## config.mk

```make
export PLATFORM = sky130hd
export DESIGN_NAME = ppt_cfg
export DESIGN_NICKNAME = d
export VERILOG_FILES = /design/src/hw/rtl/ppt_pkg.sv /design/src/hw/rtl/ppt_cfg.sv
export SDC_FILE = /design/constraint.sdc
export NUM_CORES = 1
export LEC_CHECK = 0
export ABC_AREA = 1
export ABC_CLOCK_PERIOD_IN_PS = 1500
export BUFFER_PORTS_ARGS = -buffer_cell sky130_fd_sc_hd__buf_2
export CORE_AREA = 8 8 370 228
export DETAILED_ROUTE_END_ITERATION = 10
export DIE_AREA = 0 0 378 236
export PLACE_DENSITY = 0.5
export SLEW_MARGIN = 10
export SYNTH_ARGS = -nofsm -noshare
export SYNTH_HDL_FRONTEND = slang
export SYNTH_SLANG_ARGS = --single-unit
```

## constraint.sdc

```tcl
create_clock -name clk -period 1.5 [get_ports clk]
set_input_delay 0.075 -clock clk [delete_from_list [all_inputs] [get_ports clk]]
set_output_delay 0.075 -clock clk [all_outputs]
set_load 0.02 [all_outputs]
```

## src/hw/rtl/ppt_pkg.sv

```systemverilog
// ----------------------------------------------------------------------------
// ppt_pkg
// Shared constants and types of the projective point transform.
// ----------------------------------------------------------------------------
package ppt_pkg;

  localparam int unsigned COORD_FRAC = 16;
  localparam int unsigned COEF_FRAC  = 40;
  localparam int unsigned NUM_REGS   = 8;

  localparam logic [2:0] REG_COEF_XX  = 3'd0;
  localparam logic [2:0] REG_COEF_XY  = 3'd1;
  localparam logic [2:0] REG_COEF_XO  = 3'd2;
  localparam logic [2:0] REG_COEF_YX  = 3'd3;
  localparam logic [2:0] REG_COEF_YY  = 3'd4;
  localparam logic [2:0] REG_COEF_YO  = 3'd5;
  localparam logic [2:0] REG_PERSP_X  = 3'd6;
  localparam logic [2:0] REG_PERSP_Y  = 3'd7;

  localparam logic [1:0] STATUS_OK       = 2'd0;
  localparam logic [1:0] STATUS_SAT      = 2'd1;
  localparam logic [1:0] STATUS_ZERO_DEN = 2'd2;

  // per-item flags carried along the divider, lane 0 is x, lane 1 is y
  typedef struct packed {
    logic       zero;
    logic [1:0] neg;
    logic [1:0] ovf;
  } div_flags_t;

endpackage

```

## src/hw/rtl/ppt_cfg.sv

```systemverilog
// ----------------------------------------------------------------------------
// ppt_cfg
// Coefficient register file behind an APB-style port.
// ----------------------------------------------------------------------------
module ppt_cfg import ppt_pkg::*; #(
  parameter int unsigned KW = 64,
  parameter int unsigned DW = 64,
  parameter int unsigned AW = 6
) (
  input  logic                          clk,
  input  logic                          rst_n,
  input  logic                          psel,
  input  logic                          penable,
  input  logic                          pwrite,
  input  logic [AW-1:0]                 paddr,
  input  logic [DW-1:0]                 pwdata,
  output logic [DW-1:0]                 prdata,
  output logic [NUM_REGS-1:0][KW-1:0]   coef
);

  localparam logic [KW-1:0] ONE_VAL = KW'(64'd1 << COEF_FRAC);

  logic [NUM_REGS-1:0][KW-1:0] coef_r;
  logic [2:0]                  idx;
  logic                        wr;

  assign idx = paddr[AW-1:AW-3];
  assign wr  = psel & penable & pwrite;

  always_ff @(posedge clk) begin
    if (!rst_n) begin
      for (int k = 0; k < NUM_REGS; k++) begin
        coef_r[k] <= (k == int'(REG_COEF_XX) || k == int'(REG_COEF_YY)) ? ONE_VAL : '0;
      end
    end else if (wr) begin
      coef_r[idx] <= pwdata[KW-1:0];
    end
  end

  assign prdata = DW'($signed(coef_r[idx]));
  assign coef   = coef_r;

endmodule

```

==> metrics, run 1 <==
CP Launch Type=flip-flop; PortBufs=647; 1st-iter DRT viols=2533; Max Root-Sink Buffers=3; Clock Skew=0 ns; root buf cell=clkbuf_16; vias in the first global route=27100; drt first pass iters=5; post-DR vias/cell=4.68; dpl ws=roughly 0.056 ns; WL/cell=19.0 µm; CTS tree=built; Inst Count DP=just under 6000; Mapped Area=between 0.02 and 0.025 mm²; antenna-violating nets left=0; Net Count, Synth=4359; full die area=0.0892 mm²; DRC Markers=0; clock buffer count from CTS=54; clock sinks=between 500 and 600; P_leak=19.2 nW; actual transition at the worst max-transition pin=~0.47 ns; largest net degree at the start of global routing=78; ant diodes=0; GPL Wtd Cong=0.837; Synth area leader=dfxtp_1; gr ovfl total=0; critical path class=reg -> out; final cell count without fillers=6340; final number of setup-violating endpoints=57; CP Max Fanout=2; clock insertion delay at the later pin of the skew report=0.62 ns; fmax=about 620 MHz; routed vias=29700; RSZ-0062 raised after global routing=yes; Post-DP Area=0.0304 mm²; Hold/Removal Path Class=in -> reg; drt total wl=120 mm; failing checks=negative setup slack; post-layout instance area=0.0367 mm²; internal power=23.0 mW; Synth Register Bits=512; CP endpoint kind=output pin; max_slew headroom=68.4%; Synth cell types=14; min Tclk post-route=around 1.6 ns; Hold Vio Cnt, Final=0; Synth top area share=41.1%; Die H=236 µm; # IOs=around 650; floorplan row count=80; Avg Inst Size Synth=5.83 µm²; Worst-path clk slew=0.07 ns; gate count after technology mapping=4284; Final WS setup=-0.103 ns; crit share post-route=107%; initial antenna violation count=0; register area share after synthesis=just over 40%; Synth area leaders=dfxtp_1 (41%), nand2_1 (32%), nor2_1 (16%); Final #Nets=roughly 5300; Final Max Slew Viols=0; Peak VDD IR=approximately 0.76 mV; max reg flops=512; first-pass GRT wire length=179 mm; Worst Path Arrival=1.53 ns; area growth from synthesis to layout=47.1%; setup_tns=-2.93 ns; H-tree depth=2; GRT Util Overall=25.5%; Seq pwr share=43.8%; Die Wd=378 µm; Core ar.=0.0787 mm²; pwr/cell area=864 mW/mm²; yosys warns=0; initial core utilization=31.7%; Max-Cap Viols=0; WP data required=1.42 ns; Post-DP HPWL=80.2 mm; total chip power=31.7 mW; switching share of power=27.4%; Combinational Power Share=between 10% and 20%; outcome=complete, but fails checks; share of cells above drive strength 1=between 30% and 40%; Net Sw Power=8.68 mW; Clk pwr share=44.7%
worst paths after layout:
path                                 from         end  slack (ns)  cells past startpoint
worst min-delay path             paddr[5]   coef[418]        0.12                      6
worst max register to register   coef[40]    coef[40]        0.36                      3
worst max-delay path             coef[34]  prdata[34]       -0.10                      7
worst min register to register  coef[354]   coef[354]        0.49                      2
Yosys cell counts:
cell type / n
buf_1: 29
buf_2: 137
clkbuf_1: 125
dfxtp_1: 512
inv_1: 65
inv_2: 4
nand2_1: 2104
nand3_1: 264
nand3_4: 1
nand4_1: 4
nor2_1: 1031
nor2_2: 6
nor2_4: 1
o21ai_0: 1
timing repair:
item / in CTS / in global routing
hold buffers: 66 / 0
gates resized for setup: 651 / 93
pin swaps: 119 / 108
setup endpoints to repair: 64 / 64
setup buffers: 277 / 46
gates cloned: 0 / 0
hold endpoints to repair: 512 / 0
cell families (layout without fill, tap and decap cells):
group	after synthesis	after routing	share of synthesized area, %
AO/OA/AOI/OAI	1	1	0.0200
buffers and inverters	360	1350	6.10
flip-flops	512	512	41.1
AND/OR/NAND/NOR	3411	3411	52.8
per-stage QoR:
stage,util (%),hold slack (ns)
finish,46.7,0.122
global route,46.7,0.106
CTS,46.0,0.0703
detailed placement,38.7,0.345
global placement,38.7,0.341
floorplan,-,0.201
worst max-delay path, cell delays in order, from the launching register on:
cell     delay, ns
dfxtp_2       0.33
nand2_1       0.05
nand2_1       0.08
nand2_2       0.09
nand2_2       0.09
nand2_2       0.05
nand2_2       0.10
buf_6         0.13
placed cells by master (no fill, tap or decap):
cell / n
clkbuf_1: 10
clkinv_2: 11
nor2_2: 3
dfxtp_2: 455
dfxtp_1: 36
clkbuf_8: 16
bufinv_16: 3
buf_12: 78
buf_6: 65
nand4_1: 4
nand3_4: 1
nand2_2: 112
inv_8: 2
nand3_1: 264
dfxtp_4: 21
buf_4: 391
nand2_4: 2
nand2_1: 1990
nor2_4: 12
buf_8: 2
o21ai_0: 1
dlygate4sd3_1: 66
inv_1: 65
clkbuf_16: 55
buf_2: 579
clkinvlp_4: 4
nor2_1: 1023
inv_6: 3
layout make-up:
class                           count  area (µm²)
Clock buffer                       81        1630
Clock inverter                     19         188
Fill cell                        8340       42000
Inverter                           69         280
Multi-Input combinational cell   3412       13600
Sequential cell                   512       10900
Tap cell                         1066        1330
Timing Repair Buffer             1181        8820
power by group through the flow:
stage	Sequential, mW	Clock, mW	Combinational, mW
2_1_floorplan	14.4	0	1.59
3_3_place_gp	14.2	0	3.21
3_5_place_dp	14.2	0	3.21
4_1_cts	13.9	14.4	3.59
5_1_grt	13.9	15.1	3.92
6_report	13.9	14.2	3.64
metal layers:
layer | GRT usage (%) | vias to the layer above | share of wire [%]
met4 | 5.15 | 0 | 1.8
met5 | 0 | - | 0
met2 | 39.7 | 1020 | 44
met1 | 36.4 | 13700 | 47
li1 | - | 14800 | -
met3 | 4.78 | 124 | 7.2
Power figures use the tool's default switching activity.
==> run 2, diff against run 1 <==
--- a/config.mk
+++ b/config.mk
@@ -7,11 +7,11 @@
 export LEC_CHECK = 0
 export ABC_AREA = 1
 export ABC_CLOCK_PERIOD_IN_PS = 1500
-export BUFFER_PORTS_ARGS = -buffer_cell sky130_fd_sc_hd__buf_2
 export CORE_AREA = 8 8 370 228
 export DETAILED_ROUTE_END_ITERATION = 10
 export DIE_AREA = 0 0 378 236
-export PLACE_DENSITY = 0.5
+export DONT_BUFFER_PORTS = 1
+export PLACE_DENSITY = 0.42
 export SLEW_MARGIN = 10
 export SYNTH_ARGS = -nofsm -noshare
 export SYNTH_HDL_FRONTEND = slang
==> metrics, run 2 (synthesis results as in run 1) <==
post-DR vias/cell=4.73; total chip power=31.5 mW; min-delay src=psel; clock sinks=between 500 and 600; PortBufs=0; dpl ws=~0.085 ns; Worst-path clk slew=0.06 ns; Peak VDD IR=between 0.7 and 0.8 mV; 1st-iter DRT viols=2236; Max-Cap Viols=0; largest net degree at the start of global routing=438; initial core utilization=31.7%; H-tree depth=2; hold path depth=5; DRC Markers=0; area growth from synthesis to layout=50.7%; first-pass GRT wire length=185 mm; multi-input logic area=0.0141 mm²; Hold Vio Cnt, Final=0; Post-DP HPWL=77.2 mm; FF+latch area=0.0106 mm²; clock insertion delay at the later pin of the skew report=around 0.62 ns; vias in the first global route=27700; pwr/cell area=838 mW/mm²; Max Root-Sink Buffers=3; actual transition at the worst max-transition pin=1.04 ns; Die H=roughly 240 µm; Core ar.=0.0787 mm²; WP data required=approximately 2 ns; CP Cell Sequence=nand3_1 > nor2_4 > buf_12 > nand2_1 > nand2_1 > dlygate4sd3_1 > nor2_1 > dlygate4sd3_1; Final #Nets=5160; gr ovfl total=0; clock buffer count from CTS=56; final number of setup-violating endpoints=120; max reg flops=512; GRT Util Overall=a little over a quarter; Die Wd=~380 µm; WL/cell=20.2 µm; max_slew headroom=between 30% and 40%; floorplan row count=80; slowest stage delay, CP=approximately 0.57 ns; Hold/Removal Path Class=in -> reg; CTS tree=built; Clock Skew=0 ns; CP endpoint kind=flip-flop; antenna-violating nets left=0; Core Util, Final=47.8%; ant diodes=0; hold path endpoint=coef[488]; initial antenna violation count=1; FF-to-FF Start=coef[296]; root buf cell=clkbuf_16; r2r worst-path depth=5; CP Launch Type=input pin; commonest cells after routing, fill and taps aside=nand2_1 (1869), nor2_1 (1024), buf_4 (520), dlygate4sd3_1 (463), dfxtp_1 (298); setup slack, reg-to-reg=0.12 ns; CP Max Fanout=between 200 and 300; drt total wl=125 mm; min Tclk post-route=1.64 ns; GPL Wtd Cong=0.802; setup_tns=-5.79 ns; share of cells above drive strength 1=a little over a fifth; # IOs=651; fmax=between 600 and 700 MHz; failing checks=negative setup slack; P_leak=17.7 nW; routed vias=around 29000; FILL cells=8253; outcome=complete, but fails checks; Final Max Slew Viols=0; Critical R2R Capture=coef[296]; critical path class=in -> reg; CP max stage cell=dlygate4sd3_1; Final WS setup=-0.137 ns; commonest non-fill, non-tap cell in the layout=nand2_1; crit share post-route=109%; Worst Path Arrival=roughly 2.2 ns; drt first pass iters=6; full die area=0.0892 mm²; RSZ-0062 raised after global routing=yes
[run 2: changes by cell type in the layout (fill, tap and decap cells not counted), sizes merged]
| cell | before | now |
|---|---|---|
| clkbuf | 81 | 95 |
| buf | 1115 | 568 |
| bufinv | 3 | 1 |
| clkinv | 11 | 6 |
| clkinvlp | 4 | 0 |
| dlygate4sd3 | 66 | 463 |
| inv | 70 | 68 |
| dlymetal6s4s | 0 | 2 |
[run 2: worst max-delay path by stage]
stage          startpoint         end  slack, ns  cells after the start
2_1_floorplan    paddr[3]  prdata[18]       0.29                      9
3_3_place_gp     paddr[5]  prdata[43]       0.06                      6
3_5_place_dp     paddr[5]  prdata[43]       0.09                      6
4_1_cts           coef[2]   prdata[2]      -0.14                      6
5_1_grt         coef[176]  prdata[48]      -0.17                      6
6_report         paddr[3]   coef[472]      -0.14                      8
[run 2: area by class of cell]
class	count	share of cell area, %
clock buffers	94	4.56
well taps	1066	3.55
flip-flops and latches	512	28.3
repair buffers	1034	25.4
clock inverters	6	0.156
inverters	69	0.745
multi-input cells	3412	37.4
[run 2: power by group]
part	internal (mW)	switching [mW]	leakage [nW]
logic	1.64	2.06	12.6
registers	13.7	0.119	4.25
clock network	7.88	6.10	0.870
[run 2: worst max-delay path, delay by kind of cell]
kind | cells | cell delay (ns)
buffers and inverters | 3 | 1.30
AND/OR/NAND/NOR | 5 | 0.53
[run 2: layer usage]
| layer | global-route usage, % | vias to the layer above | routed length, µm |
|---|---|---|---|
| met4 | 5.38 | 0 | 2620 |
| met1 | 36.1 | 13900 | 56500 |
| met3 | 6.56 | 134 | 9530 |
| li1 | - | 14500 | - |
| met2 | 42.9 | 795 | 56300 |
| met5 | 0 | - | 0 |
[run 2: repair_timing]
item / 4_1_cts / 5_1_grt
endpoints found under the hold margin: 512 / 0
pin swaps: 79 / 153
hold buffers: 466 / 0
cloned: 0 / 1
gates resized for setup: 321 / 221
setup endpoints to repair: 64 / 176
buffers inserted: 1 / 21
[run 2: metrics by stage]
stage | area (µm²) | hold slack [ns] | cells
2_1_floorplan | 25000 | 0.201 | 4284
5_1_grt | 37600 | 0.0380 | 6193
3_3_place_gp | 29800 | 0.210 | 5604
4_1_cts | 37000 | 0.00865 | 6171
3_5_place_dp | 29800 | 0.215 | 5604
6_report | 37600 | 0.0372 | 6193
